**src/sv/cia_pkg.sv**
```systemverilog
`default_nettype none
package cia_pkg;

	localparam int unsigned QueueDepthDef = 4;
	localparam int unsigned DivSteps = 32;

	typedef enum logic [2:0] {
		OP_ADD = 3'd0,
		OP_SUB = 3'd1,
		OP_MUL = 3'd2,
		OP_DIV = 3'd3,
		OP_MOD = 3'd4,
		OP_NOT = 3'd5
	} op_t;

	typedef enum logic [1:0] {
		ST_OK    = 2'd0,
		ST_OVER  = 2'd1,
		ST_UNDER = 2'd2,
		ST_DIVZ  = 2'd3
	} status_t;

	// classified operation handed from front to back
	typedef struct packed {
		op_t         op;
		logic [31:0] a_mag;
		logic [31:0] b_mag;
		logic        a_neg;
		logic        b_neg;
		logic        a_zero;
		logic        b_zero;
		logic        b_m1;
		logic        a_min;
		logic [32:0] sum;
	} fe_item_t;

endpackage
`default_nettype wire

```
**src/sv/cia_front.sv**
```systemverilog
`default_nettype none
module cia_front (
	input  wire logic              clk,
	input  wire logic              arst_n,
	input  wire logic              in_valid,
	output logic                   in_ready,
	input  wire logic [2:0]        func,
	input  wire logic [31:0]       a,
	input  wire logic [31:0]       b,
	output logic                   push,
	input  wire logic              full,
	output cia_pkg::fe_item_t      item
);
	import cia_pkg::*;

	logic     vld_q;
	fe_item_t item_q;
	fe_item_t item_d;
	logic [32:0] a_ext;
	logic [32:0] b_ext;

	always_comb begin
		a_ext = {a[31], a};
		b_ext = {b[31], b};
		item_d.op     = op_t'(func);
		item_d.a_neg  = a[31];
		item_d.b_neg  = b[31];
		item_d.a_mag  = a[31] ? (32'd0 - a) : a;
		item_d.b_mag  = b[31] ? (32'd0 - b) : b;
		item_d.a_zero = (a == 32'd0);
		item_d.b_zero = (b == 32'd0);
		item_d.b_m1   = (b == 32'hFFFF_FFFF);
		item_d.a_min  = (a == 32'h8000_0000);
		item_d.sum    = (op_t'(func) == OP_SUB) ? (a_ext - b_ext) : (a_ext + b_ext);
	end

	assign in_ready = !vld_q || !full;
	assign push     = vld_q && !full;
	assign item     = item_q;

	always_ff @(posedge clk or negedge arst_n) begin
		if (!arst_n) begin
			vld_q <= 1'b0;
		end else if (in_ready) begin
			vld_q <= in_valid;
		end
	end

	always_ff @(posedge clk) begin
		if (in_ready && in_valid) begin
			item_q <= item_d;
		end
	end

endmodule
`default_nettype wire

```
**config.mk**
```make
export PLATFORM = sky130hd
export DESIGN_NAME = cia_front
export DESIGN_NICKNAME = d
export VERILOG_FILES = /design/src/sv/cia_pkg.sv /design/src/sv/cia_front.sv
export SDC_FILE = /design/constraint.sdc
export NUM_CORES = 1
export LEC_CHECK = 0
export BUFFER_PORTS_ARGS = -buffer_cell sky130_fd_sc_hd__buf_4
export CAP_MARGIN = 20
export CORE_ASPECT_RATIO = 1.5
export CORE_MARGIN = 2
export CORE_UTILIZATION = 58
export DETAILED_ROUTE_END_ITERATION = 16
export HOLD_SLACK_MARGIN = 0.12
export PLACE_DENSITY = 0.86
export SLEW_MARGIN = 20
export SYNTH_ARGS = -nofsm -noshare
export SYNTH_HDL_FRONTEND = slang
export SYNTH_SLANG_ARGS = --single-unit
```
**constraint.sdc**
```tcl
create_clock -name clk -period 10.4 [get_ports clk]
set_input_delay 0.52 -clock clk [delete_from_list [all_inputs] [get_ports clk]]
set_output_delay 0.52 -clock clk [all_outputs]
set_load 0.02 [all_outputs]
```
==> impl_metrics.ini <==
[worst_setup_path]
cp_num_cells = 15
crit_path_start_kind = input pin
path_buf_inv = 1
rr_startpoint = vld_q
r2r_cells = 3
cp-end-kind = register
slowest_stage = or4_1
cp.required_ns = 10.51
cp_max_fo = 6
ff2ff_setup_slack_ns = 8.23
crit_top_cell = or4_1
cpLargestDelayFamily = simple AND/OR/NAND/NOR gates
reg2reg_to = item[68]
arrival_ns = 4.55
crit_chain = buf_4 -> or4_1 -> or3_1 -> or3_4 -> or2_4 -> or4_1 -> nand2_1 -> xor2_1 -> ha_1 -> a21o_1 -> nor4b_1 -> nor3_1 -> a311o_1 -> a21oi_1 -> xnor2_1
path_class = in2reg
cp_slowest_stage_delay_ns = 0.54

[timing]
worst_pin_slew_ns = 0.980
worst_slack_ns = 5.96
rsz0062_at_grt = false
whs_ns = 0.353
period_needed_ns = 4.44
worst_slew_margin_rel = 0.345
finalMaxSlewViolations = 0
final-hold-violation-count = 0
skew_ns = 0.00621
setup_tns_ns = 0
period_share = 0.427
fmaxAchievable_mhz = 225
setup_viol = 0

[power_and_ir_drop]
vdd_ir_drop_max_mv = 0.0815
p_leak_uw = 0.00353
p_per_area_mw_per_mm2 = 146

[finish]
instances_no_fill = 989
antenna_cells = 0
final_util = 0.731
syn2layout_area_growth_pct = 24.2
multi_input_area_mm2 = 0.00360
drive_gt1_frac = 0.254
area.sequential_mm2 = 0.00321
fill_cells = 876
nets = 938

[grt]
grt_pass1_wl_um = 29300
grt_usage = 0.289
grt_pass1_vias = 5702
overflow = 0
grt_max_degree = 58
antenna_found_initial = 0

[floorplan]
die_y_um = 139
dieArea_mm2 = 0.0130
coreArea_mm2 = 0.0119
initial_core_util = 0.588
num_rows = 49
die_w_um = 93.7
num_io_pins = 179

[run]
maxCapViolCount = 0

[placement]
numPlacedInstances = 972
gp_congestion = 0.917
hpwl_um = 14800
portBuffers = 178
post-place-ws_ns = 5.59

[yosys]
netlist_top_cells_area = edfxtp_1 (45%), xnor2_1 (10%), ha_1 (6.3%)
syn_area_mm2 = 0.00700
ys_warn_count = 0
ys_types = 56
synthFlopType = edfxtp_1
syn-num-nets = 782
synth_area_leader_cell = edfxtp_1
syn_inst = 675
synth_most_common_cell = edfxtp_1
synth_edf_count = 106
syn-mean-instance-area_um2 = 10.4
synthTopCellsByCount = edfxtp_1 (106), xnor2_1 (80), nand2_1 (69), o21ai_0 (47), xor2_1 (38)
async_flop_share = 0.00935
synth_seq_cells = 107
yosysSeqAreaShare = 0.458
synth_top_area_share = 0.455

[status]
outcome = completed

[drt]
dr.pass1.iters = 5
wl_per_cell_um = 19.0
wl_um = 18800
drc = 0
drt_first_iter_violations = 293
vias_per_cell = 5.88
antenna_left = 0
vias = 5812

[clocking]
tritoncts = yes
cts_buffers = 9
cts_htree_levels = 3
clkTransAtPathRegs_ns = 0.08
clock_latency_ns = 0.35
cts_sinks = 107
cts.path.max_buffers = 2
root_buffer = clkbuf_16
post_cts_buffers = 0

[min_path]
hold_path_depth = 1
holdCritStartpoint = func[1]
hold_path.class = in2reg
holdPathEnd = item[104]
sequential cells by signal, summed over array words and instances (netlist names):
name,flops
item,106
vld_q,1
cell type report:
| type | count | share of cell area |
|---|---|---|
| Clock buffer | 9 | 0.0259 |
| Clock inverter | 7 | 0.00691 |
| Inverter | 13 | 0.00562 |
| Sequential cell | 107 | 0.369 |
| Multi-Input combinational cell | 520 | 0.415 |
| Tap cell | 153 | 0.0220 |
| Timing Repair Buffer | 180 | 0.156 |
stage by stage:
stage,area (um2),power (uW)
after floorplan,7000,799
after detailed placement,8390,943
final,8690,1270
after global placement,8390,935
after global routing,8690,1320
after CTS,8690,1270
cells by family (layout without fill, tap and decap cells):
family / after synthesis / after routing / synth area share
multiplexers: 3 / 3 / 0.00429
AO/OA/AOI/OAI: 154 / 154 / 0.143
AND/OR/NAND/NOR: 209 / 209 / 0.154
flip-flops: 107 / 107 / 0.458
adder cells (fa/ha/maj): 36 / 36 / 0.0654
buffers and inverters: 48 / 209 / 0.0272
XOR/XNOR: 118 / 118 / 0.148
placed cells by master (no fill, tap or decap), types with 4 or more instances in the layout:
master     synthesis  final
ha_1              35     35
edfxtp_1         106    106
buf_4              0    179
or4_1             12     12
nor3_1            12     12
nor2_1            32     32
a21oi_1           37     37
o21a_1             4      4
nand2_1           69     69
or3_1             15     15
a31oi_1            4      4
a21o_1            16     16
or2_2              6      6
o21ai_0           47     47
inv_1             13     13
xor2_1            38     38
xnor2_1           80     80
nor4_1             7      7
nand2b_1           9      9
o31ai_1           19     19
clkbuf_16          0      9
nand4_1           15     15
nor2b_1            6      6
o41ai_1            4      4
nand3_1            9      9
power by group:
part / total [uW] / switching [uW] / internal (uW)
clock: 332 / 165 / 166
combinational: 390 / 228 / 161
sequential: 546 / 13.6 / 533
layer usage:
| layer | track usage | share of wire |
|---|---|---|
| met2 | 0.505 | 0.52 |
| met5 | 0 | 0 |
| met3 | 0.0310 | 0.055 |
| met1 | 0.363 | 0.39 |
| met4 | 0.117 | 0.030 |
how the worst max path moves through the flow:
stage          start  endpoint
2_1_floorplan  b[13]  item[31]
3_3_place_gp   b[15]  item[32]
3_5_place_dp   b[15]  item[32]
4_1_cts        b[15]  item[32]
5_1_grt        b[15]  item[32]
6_report       b[15]  item[32]
timing repair:
item,in CTS,in global routing
hold endpoints to repair,1,0
gates resized for setup,0,0
hold buffers,1,0
Note: power is estimated with default switching activity, not from simulation.
