[src/sv/cia_pkg.sv]
`default_nettype none
package cia_pkg;

	localparam int unsigned QueueDepthDef = 4;
	localparam int unsigned DivSteps = 32;

	typedef enum logic [2:0] {
		OP_ADD = 3'd0,
		OP_SUB = 3'd1,
		OP_MUL = 3'd2,
		OP_DIV = 3'd3,
		OP_MOD = 3'd4,
		OP_NOT = 3'd5
	} op_t;

	typedef enum logic [1:0] {
		ST_OK    = 2'd0,
		ST_OVER  = 2'd1,
		ST_UNDER = 2'd2,
		ST_DIVZ  = 2'd3
	} status_t;

	// classified operation handed from front to back
	typedef struct packed {
		op_t         op;
		logic [31:0] a_mag;
		logic [31:0] b_mag;
		logic        a_neg;
		logic        b_neg;
		logic        a_zero;
		logic        b_zero;
		logic        b_m1;
		logic        a_min;
		logic [32:0] sum;
	} fe_item_t;

endpackage
`default_nettype wire

[src/sv/cia_queue.sv]
`default_nettype none
module cia_queue #(
	parameter int unsigned DEPTH = cia_pkg::QueueDepthDef
) (
	input  wire logic              clk,
	input  wire logic              arst_n,
	input  wire logic              push,
	input  wire cia_pkg::fe_item_t wr_item,
	output logic                   full,
	input  wire logic              pop,
	output logic                   not_empty,
	output cia_pkg::fe_item_t      rd_item
);
	import cia_pkg::*;

	localparam int unsigned PW = (DEPTH > 1) ? $clog2(DEPTH) : 1;
	localparam int unsigned CW = $clog2(DEPTH + 1);

	fe_item_t        slot_q [DEPTH];
	logic [PW-1:0]   wp_q;
	logic [PW-1:0]   rp_q;
	logic [CW-1:0]   cnt_q;
	logic            do_pop;

	assign full      = (cnt_q == CW'(DEPTH));
	assign not_empty = (cnt_q != '0);
	assign rd_item   = slot_q[rp_q];
	assign do_pop    = pop && not_empty;

	function automatic logic [PW-1:0] nxt(input logic [PW-1:0] p);
		return (p == PW'(DEPTH - 1)) ? '0 : p + 1'b1;
	endfunction

	always_ff @(posedge clk or negedge arst_n) begin
		if (!arst_n) begin
			wp_q  <= '0;
			rp_q  <= '0;
			cnt_q <= '0;
		end else begin
			if (push) wp_q <= nxt(wp_q);
			if (do_pop) rp_q <= nxt(rp_q);
			if (push && !do_pop) cnt_q <= cnt_q + 1'b1;
			else if (do_pop && !push) cnt_q <= cnt_q - 1'b1;
		end
	end

	always_ff @(posedge clk) begin
		if (push) begin
			slot_q[wp_q] <= wr_item;
		end
	end

	a_cnt_range: assert property (@(posedge clk) disable iff (!arst_n)
		cnt_q <= CW'(DEPTH)) else $error("queue count beyond depth");
	a_no_overfill: assert property (@(posedge clk) disable iff (!arst_n)
		full |-> !push) else $error("push into full queue");
	a_empty_ptrs: assert property (@(posedge clk) disable iff (!arst_n)
		cnt_q == '0 |-> wp_q == rp_q) else $error("empty queue with pointers apart");

endmodule
`default_nettype wire

[config.mk]
export PLATFORM = sky130hd
export DESIGN_NAME = cia_queue
export DESIGN_NICKNAME = d
export VERILOG_FILES = /design/src/sv/cia_pkg.sv /design/src/sv/cia_queue.sv
export SDC_FILE = /design/constraint.sdc
export NUM_CORES = 1
export LEC_CHECK = 0
export ABC_AREA = 1
export BUFFER_PORTS_ARGS = -buffer_cell sky130_fd_sc_hd__buf_2
export CORE_ASPECT_RATIO = 0.5
export CORE_UTILIZATION = 58
export CTS_CLUSTER_DIAMETER = 150
export DETAILED_ROUTE_END_ITERATION = 8
export PLACE_DENSITY = 0.83
export SLEW_MARGIN = 30
export SYNTH_ARGS = -nofsm -noshare
export SYNTH_HDL_FRONTEND = slang
export SYNTH_SLANG_ARGS = --single-unit
[constraint.sdc]
create_clock -name clk -period 3.85 [get_ports clk]
set_input_delay 0.385 -clock clk [delete_from_list [all_inputs] [get_ports clk]]
set_output_delay 0.385 -clock clk [all_outputs]
set_load 0.01 [all_outputs]
==> results.sh, run 1 <==
export IMPL_critPathCaptureType="primary output"
export IMPL_fin_skew_ps=12.6
export IMPL_maxClockFrequency_ghz=0.324
export IMPL_antenna_found_initial=8
export IMPL_ys_types=19
export IMPL_die_x_um=245
export IMPL_p_leak_nw=7.83
export IMPL_cts_tree="done"
export IMPL_clockBufferDepth=3
export IMPL_grt_max_degree=104
export IMPL_synth_top_cell_by_area="edfxtp_1"
export IMPL_die_area_sq_um=30200
export IMPL_post_cts_buffers=0
export IMPL_crit_type="flip-flop to primary output"
export IMPL_vias=10300
export IMPL_crit_arrival_ps=2700
export IMPL_clock_sinks=431
export IMPL_syn_cell_area_sq_um=17100
export IMPL_max_cap_viol_count=0
export IMPL_synth_top_area_share_pct=74.4
export IMPL_post_drt_wl_per_cell_um=17.9
export IMPL_fin_setup_tns_ps=0
export IMPL_final_cell_mix="424 x edfxtp_1, 337 x nand2_1, 218 x inv_1, 217 x buf_2, 212 x o211ai_1"
export IMPL_dp_cells=1840
export IMPL_ys_seq_elements=431
export IMPL_ant_nets=0
export IMPL_worst_path_most_repeated_cell="buf_4"
export IMPL_synth_top_family_by_area="compound AO/OA/AOI/OAI gates"
export IMPL_routed_wl_um=34300
export IMPL_cts_max_level=2
export IMPL_path_clk_slew_ps=70
export IMPL_drc=0
export IMPL_yosys_top_cells_area="edfxtp_1 74%, o211ai_1 9.3%, nand2_1 7.4%"
export IMPL_nNetsFinal=1606
export IMPL_critPathRequiredTime_ps=3460
export IMPL_rsz0062_at_grt="no"
export IMPL_area_growth_pct=15.5
export IMPL_tightest_slew_ps=765
export IMPL_syn_instance_count=1291
export IMPL_drive_gt1_share_pct=18.8
export IMPL_slowest_delay_ps=660
export IMPL_viasPerCell=5.40
export IMPL_hold_viol=0
export IMPL_finalNonFillerCells=1915
export IMPL_synth_nets=1408
export IMPL_path_max_fanout=55
export IMPL_grt_pass1_vias=10300
export IMPL_synth_xor_area_share_pct=0.0512
export IMPL_synth_mux_area_share_pct=0
export IMPL_grt_remaining_overflow=0
export IMPL_initial_utilization_pct=59.0
export IMPL_yosysWarnings=0
export IMPL_hpwl_um=19700
export IMPL_syn_avg_cell_area_sq_um=13.3
export IMPL_critPathLaunchType="flip-flop"
export IMPL_critPathSlowestCell="buf_4"
export IMPL_yosysSeqAreaShare_pct=75.4
export IMPL_rows=44
export IMPL_cp_top_family="buffers and inverters"
export IMPL_die_y_um=123
export IMPL_slew_viol_final=0
export IMPL_place_port_buffers=217
export IMPL_synth_compound_area_share_pct=9.36
export IMPL_firstDrtPassIters=5
export IMPL_fin_crit_sh_pct=80.2
export IMPL_mostFrequentLayoutCell="edfxtp_1"
export IMPL_core_area_sq_um=29000
export IMPL_period_minus_slack_ps=3090
export IMPL_irDropWorstVdd_v=0.000494
export IMPL_cts_root_buf="clkbuf_16"
export IMPL_setup_violations=0
export IMPL_multiInputGateArea_sq_um=3010
export IMPL_max_slew_margin_pct=49.0
export IMPL_grt_pass1_wl_um=52200
export IMPL_nFillCells=1901
export IMPL_cts_buffers_inserted=37
export IMPL_yosys_area_share_adder_pct=0.556
export IMPL_ff_latch_area_sq_um=12900
export IMPL_worst_hold_path_type="primary input to flip-flop"
export IMPL_yosys_area_share_simple_pct=7.61
export IMPL_postCtsResizedCells=0
export IMPL_first_iter_violations=725
export IMPL_critPathBufInv=3
export IMPL_power_density_nw_per_um2=741
export IMPL_status="finished clean"
export IMPL_gp_congestion=0.789
export IMPL_grt_use_total_pct=22.5
export IMPL_path_cells="buf_4 -> buf_4 -> o211ai_1 -> nand2_1 -> buf_2"
export IMPL_clock_latency_ps=520
export IMPL_ios=218
## sequential cells by signal (all words and copies together), names as in the netlist
| signal | cells |
|---|---|
| rp_q | 2 |
| wp_q | 2 |
| slot_q | 424 |
| cnt_q | 3 |
## cell families (layout without fill, tap and decap cells)
family	after synthesis	count (layout)
simple gates	345	345
compound gates	214	214
fa+ha+maj	7	7
other cells	0	9
buf+inv	293	517
flops	431	431
xor+xnor	1	1
## per-layer routing
metal / vias to the layer above / share of wire, % / track usage, %
li1: 4894 / - / -
met1: 5053 / 39 / 26.8
met2: 307 / 53 / 40.6
met3: 89 / 4.4 / 3.80
met4: 0 / 3.7 / 10.3
met5: - / 0 / 0
## Yosys cell counts
cell type    n
buf_2       53
buf_4        3
fa_1         1
buf_1        2
buf_6        2
xnor2_1      1
nor2_1       3
nand2_1    337
inv_1      222
clkbuf_1    10
edfxtp_1   424
o211ai_1   212
inv_2        1
o21ai_0      2
dfrtp_1      7
nor3_1       1
ha_1         6
nand4_1      1
nand3_1      3
## power by group
group | internal (mW) | switching (mW)
Combinational | 1.56 | 3.07
Clock | 2.13 | 1.58
Sequential | 6.02 | 0.306
## worst reg2reg max path, delay by kind of cell, from the launching register on
kind,cells,cell delay (ps)
adder cells (fa/ha/maj),1,160
flip-flops,1,420
AND/OR/NAND/NOR,1,90
buffers and inverters,3,1060
## final timing paths
path | from | end | slack [ps] | cells after the start
hold / removal | wr_item[40] | slot_q[2][40] | 70 | 1
setup reg to reg | wp_q[0] | slot_q[0][26] | 1690 | 5
setup / recovery | rp_q[1] | rd_item[29] | 760 | 5
max in group asynchronous | arst_n | rp_q[1] | 3410 | 2
hold reg to reg | cnt_q[2] | cnt_q[2] | 490 | 2
min in group asynchronous | arst_n | cnt_q[2] | 270 | 2
## per-stage QoR
| step | hold slack [ps] | area, sq um | utilization [%] | power (mW) | setup WS (ps) |
|---|---|---|---|---|---|
| CTS | 42.3 | 19700 | 68.0 | 14.8 | 685 |
| detailed placement | 225 | 18500 | 63.9 | 11.1 | 1310 |
| finish | 68.5 | 19800 | 68.1 | 14.7 | 761 |
| floorplan | 89.4 | 17100 | - | 9.41 | 685 |
| global placement | 220 | 18500 | 63.9 | 10.9 | 1320 |
| global route | 48.1 | 19800 | 68.1 | 15.4 | 587 |
## repair_timing
action,in CTS,in global routing
hold endpoints to repair,7,0
hold buffers,1,0
endpoints found under the setup margin,0,0
## area by class of cell
cell class	instances	area share, %
Clock inverter	20	1.13
Clock buffer	45	4.89
Antenna cell	9	0.114
Tap cell	391	2.48
Inverter	223	4.30
Multi-Input combinational cell	567	15.2
Timing Repair Buffer	229	6.53
Sequential cell	431	65.3
Note: power is estimated with default switching activity, not from simulation.
==> inputs of run 2 (changes only) <==
--- a/config.mk
+++ b/config.mk
@@ -5,13 +5,13 @@
 export SDC_FILE = /design/constraint.sdc
 export NUM_CORES = 1
 export LEC_CHECK = 0
-export ABC_AREA = 1
+export ABC_AREA = 0
 export BUFFER_PORTS_ARGS = -buffer_cell sky130_fd_sc_hd__buf_2
 export CORE_ASPECT_RATIO = 0.5
-export CORE_UTILIZATION = 58
+export CORE_UTILIZATION = 57
 export CTS_CLUSTER_DIAMETER = 150
 export DETAILED_ROUTE_END_ITERATION = 8
-export PLACE_DENSITY = 0.83
+export PLACE_DENSITY = 0.82
 export SLEW_MARGIN = 30
 export SYNTH_ARGS = -nofsm -noshare
 export SYNTH_HDL_FRONTEND = slang
==> constraint.sdc (replaced) <==
create_clock -name clk -period 2.85 [get_ports clk]
set_input_delay 0.285 -clock clk [delete_from_list [all_inputs] [get_ports clk]]
set_output_delay 0.285 -clock clk [all_outputs]
set_load 0.01 [all_outputs]
==> run 2 against run 1 <==
  * Power rose by 28%
  * Final cell count fell by 31%
  * Design area fell by 1.3%
  * Combinational power rose by 19%
  * Worst hold slack got worse by 39 ps
  * Flip-flop and latch count did not move
  * Non-clock buffer count rose by 109
  * Synthesized area fell by 8.4%
  * Register-to-register slack got worse by 950 ps
  * Sequential share of layout area rose by 0.86 points
  * Critical path type unchanged
  * Critical endpoint is now rd_item[57]
==> results.sh, run 2 <==
export IMPL_ios=218
export IMPL_grt_pass1_wl_um=47600
export IMPL_critPathLaunchType="flip-flop"
export IMPL_yosysWarnings=0
export IMPL_whs_ps=29.5
export IMPL_cts_buffers_inserted=37
export IMPL_synth_top_area_share_pct=81.2
export IMPL_slowest_delay_ps=700
export IMPL_p_leak_nw=6.73
export IMPL_max_cap_viol_count=0
export IMPL_fin_crit_sh_pct=93.0
export IMPL_tightest_slew_ps=596
export IMPL_setup_violations=0
export IMPL_hold_viol=0
export IMPL_power_density_nw_per_um2=958
export IMPL_regMostFlops="slot_q"
export IMPL_yosys_top_cells_area="edfxtp_1 81%, mux4_2 15%, dfrtp_1 1.1%"
export IMPL_grt_pass1_vias=8347
export IMPL_antenna_found_initial=1
export IMPL_maxClockFrequency_ghz=0.377
export IMPL_finalNonFillerCells=1326
export IMPL_grt_max_degree=66
export IMPL_largest_register_ff_count=424
export IMPL_syn_cell_area_sq_um=15700
export IMPL_synth_most_common_cell="edfxtp_1"
export IMPL_viasPerCell=5.75
export IMPL_cts_tree="done"
export IMPL_dp_cells=1151
export IMPL_rows=42
export IMPL_first_iter_violations=533
export IMPL_fin_skew_ps=19.7
export IMPL_ys_seq_elements=431
export IMPL_syn_avg_cell_area_sq_um=26.5
export IMPL_synth_edf_count=424
export IMPL_post_cts_buffers=0
export IMPL_status="finished clean"
export IMPL_clock_sinks=431
export IMPL_post_drt_wl_per_cell_um=23.9
export IMPL_core_area_sq_um=26700
export IMPL_grt_remaining_overflow=0
export IMPL_hpwl_um=18200
export IMPL_cts_max_level=2
export IMPL_path_cells="buf_12 -> mux4_2 -> buf_2"
export IMPL_crit_type="flip-flop to primary output"
export IMPL_path_max_fanout=37
export IMPL_place_area_sq_um=17300
export IMPL_slew_viol_final=0
export IMPL_synthArstFlopShare_pct=1.62
export IMPL_postCtsResizedCells=0
export IMPL_ant_nets=0
export IMPL_period_minus_slack_ps=2650
export IMPL_die_area_sq_um=28200
export IMPL_die_y_um=119
export IMPL_grt_use_total_pct=22.9
export IMPL_initial_utilization_pct=58.6
export IMPL_synth_ff_type="edfxtp_1"
export IMPL_cts_root_buf="clkbuf_16"
export IMPL_clock_latency_ps=520
export IMPL_drive_gt1_share_pct=41.2
export IMPL_total_power_mw=18.7
export IMPL_area_growth_pct=24.4
export IMPL_critPathCaptureType="primary output"
export IMPL_drc=0
export IMPL_place_port_buffers=217
export IMPL_syn_instance_count=591
export IMPL_yosysSeqAreaShare_pct=82.3
export IMPL_max_slew_margin_pct=60.3
export IMPL_synth_nets=708
export IMPL_design_area_sq_um=19500
export IMPL_mostFrequentLayoutCell="edfxtp_1"
export IMPL_dp_slack_ps=700
export IMPL_rsz0062_at_grt="no"
export IMPL_fin_util_pct=72.9
export IMPL_die_x_um=237
export IMPL_vias=7619
export IMPL_gp_congestion=0.762
export IMPL_nNetsFinal=1061
export IMPL_clockBufferDepth=3
export IMPL_synth_top_cell_by_area="edfxtp_1"
export IMPL_crit_arrival_ps=2370
export IMPL_ys_types=20
export IMPL_critPathSlowestCell="dfrtp_4"
export IMPL_setup_slack_ps=198
export IMPL_netlist_top_cells_count="424 x edfxtp_1, 106 x mux4_2, 13 x buf_2"
export IMPL_worst_hold_path_type="primary input to flip-flop"
export IMPL_final_cell_mix="424 x edfxtp_1, 217 x buf_2, 106 x mux4_2, 106 x dlygate4sd3_1, 37 x clkbuf_16"
export IMPL_path_clk_slew_ps=70
export IMPL_top_regs="slot_q (424), cnt_q (3)"
export IMPL_critPathRequiredTime_ps=2570
export IMPL_irDropWorstVdd_v=0.000514
export IMPL_firstDrtPassIters=4
export IMPL_hold_buffers=106
export IMPL_fin_setup_tns_ps=0
export IMPL_routed_wl_um=31600
==> run 2: cell types whose count changed in the layout (fill, tap and decap cells not counted), moves of 4 or more <==
cell,change
bufinv_16,-4
o211ai_1,-212
dlygate4sd3_1,+105
clkinv_1,-4
inv_4,-5
and2_4,+4
mux4_2,+106
inv_1,-215
nand2_1,-334
diode_2,-7
==> run 2: logic make-up after synthesis <==
| family | Yosys count | share of synthesized area [%] |
|---|---|---|
| flip-flops | 431 | 82.3 |
| multiplexers | 109 | 15.4 |
| buffers and inverters | 27 | 0.990 |
| AND/OR/NAND/NOR | 12 | 0.391 |
| adder cells (fa/ha/maj) | 7 | 0.607 |
| XOR/XNOR | 3 | 0.168 |
| AO/OA/AOI/OAI | 2 | 0.0639 |
==> run 2: path summary, 6_finish.rpt <==
| check | start | to | slack [ps] | cells past startpoint |
|---|---|---|---|---|
| setup / recovery | rp_q[0] | rd_item[57] | 200 | 3 |
| hold / removal | wr_item[23] | slot_q[3][23] | 30 | 1 |
| setup reg to reg | cnt_q[0] | cnt_q[2] | 740 | 8 |
| hold reg to reg | cnt_q[2] | cnt_q[2] | 480 | 1 |
| max in group asynchronous | arst_n | rp_q[1] | 2550 | 2 |
| min in group asynchronous | arst_n | rp_q[0] | 120 | 2 |
==> run 2: layout make-up <==
type                            instances  area (sq um)
Timing Repair Buffer                  338          2400
Sequential cell                       431         12900
Inverter                                3          11.3
Clock inverter                         19           138
Fill cell                            1490          7240
Clock buffer                           48           977
Multi-Input combinational cell        133          2620
Antenna cell                            2          5.00
Tap cell                              352           440
==> run 2: metal layers <==
| metal | part of all wire (%) | track usage (%) | vias up |
|---|---|---|---|
| li1 | - | - | 3254 |
| met1 | 38 | 28.0 | 4027 |
| met2 | 54 | 40.8 | 262 |
| met3 | 4.3 | 4.15 | 76 |
| met4 | 3.6 | 9.70 | 0 |
| met5 | 0 | 0 | - |
==> run 2: critical path, delay by kind of cell, from the launching register on <==
kind	cells	cell delay, ps
buffers and inverters	2	500
flip-flops	1	700
multiplexers	1	570
==> run 2: report_power, final <==
| part | internal [mW] | switching, mW | leakage [nW] |
|---|---|---|---|
| Combinational | 2.60 | 2.88 | 2.20 |
| Clock | 2.54 | 2.16 | 0.553 |
| Sequential | 8.12 | 0.392 | 3.98 |
| Total | 13.3 | 5.42 | 6.73 |
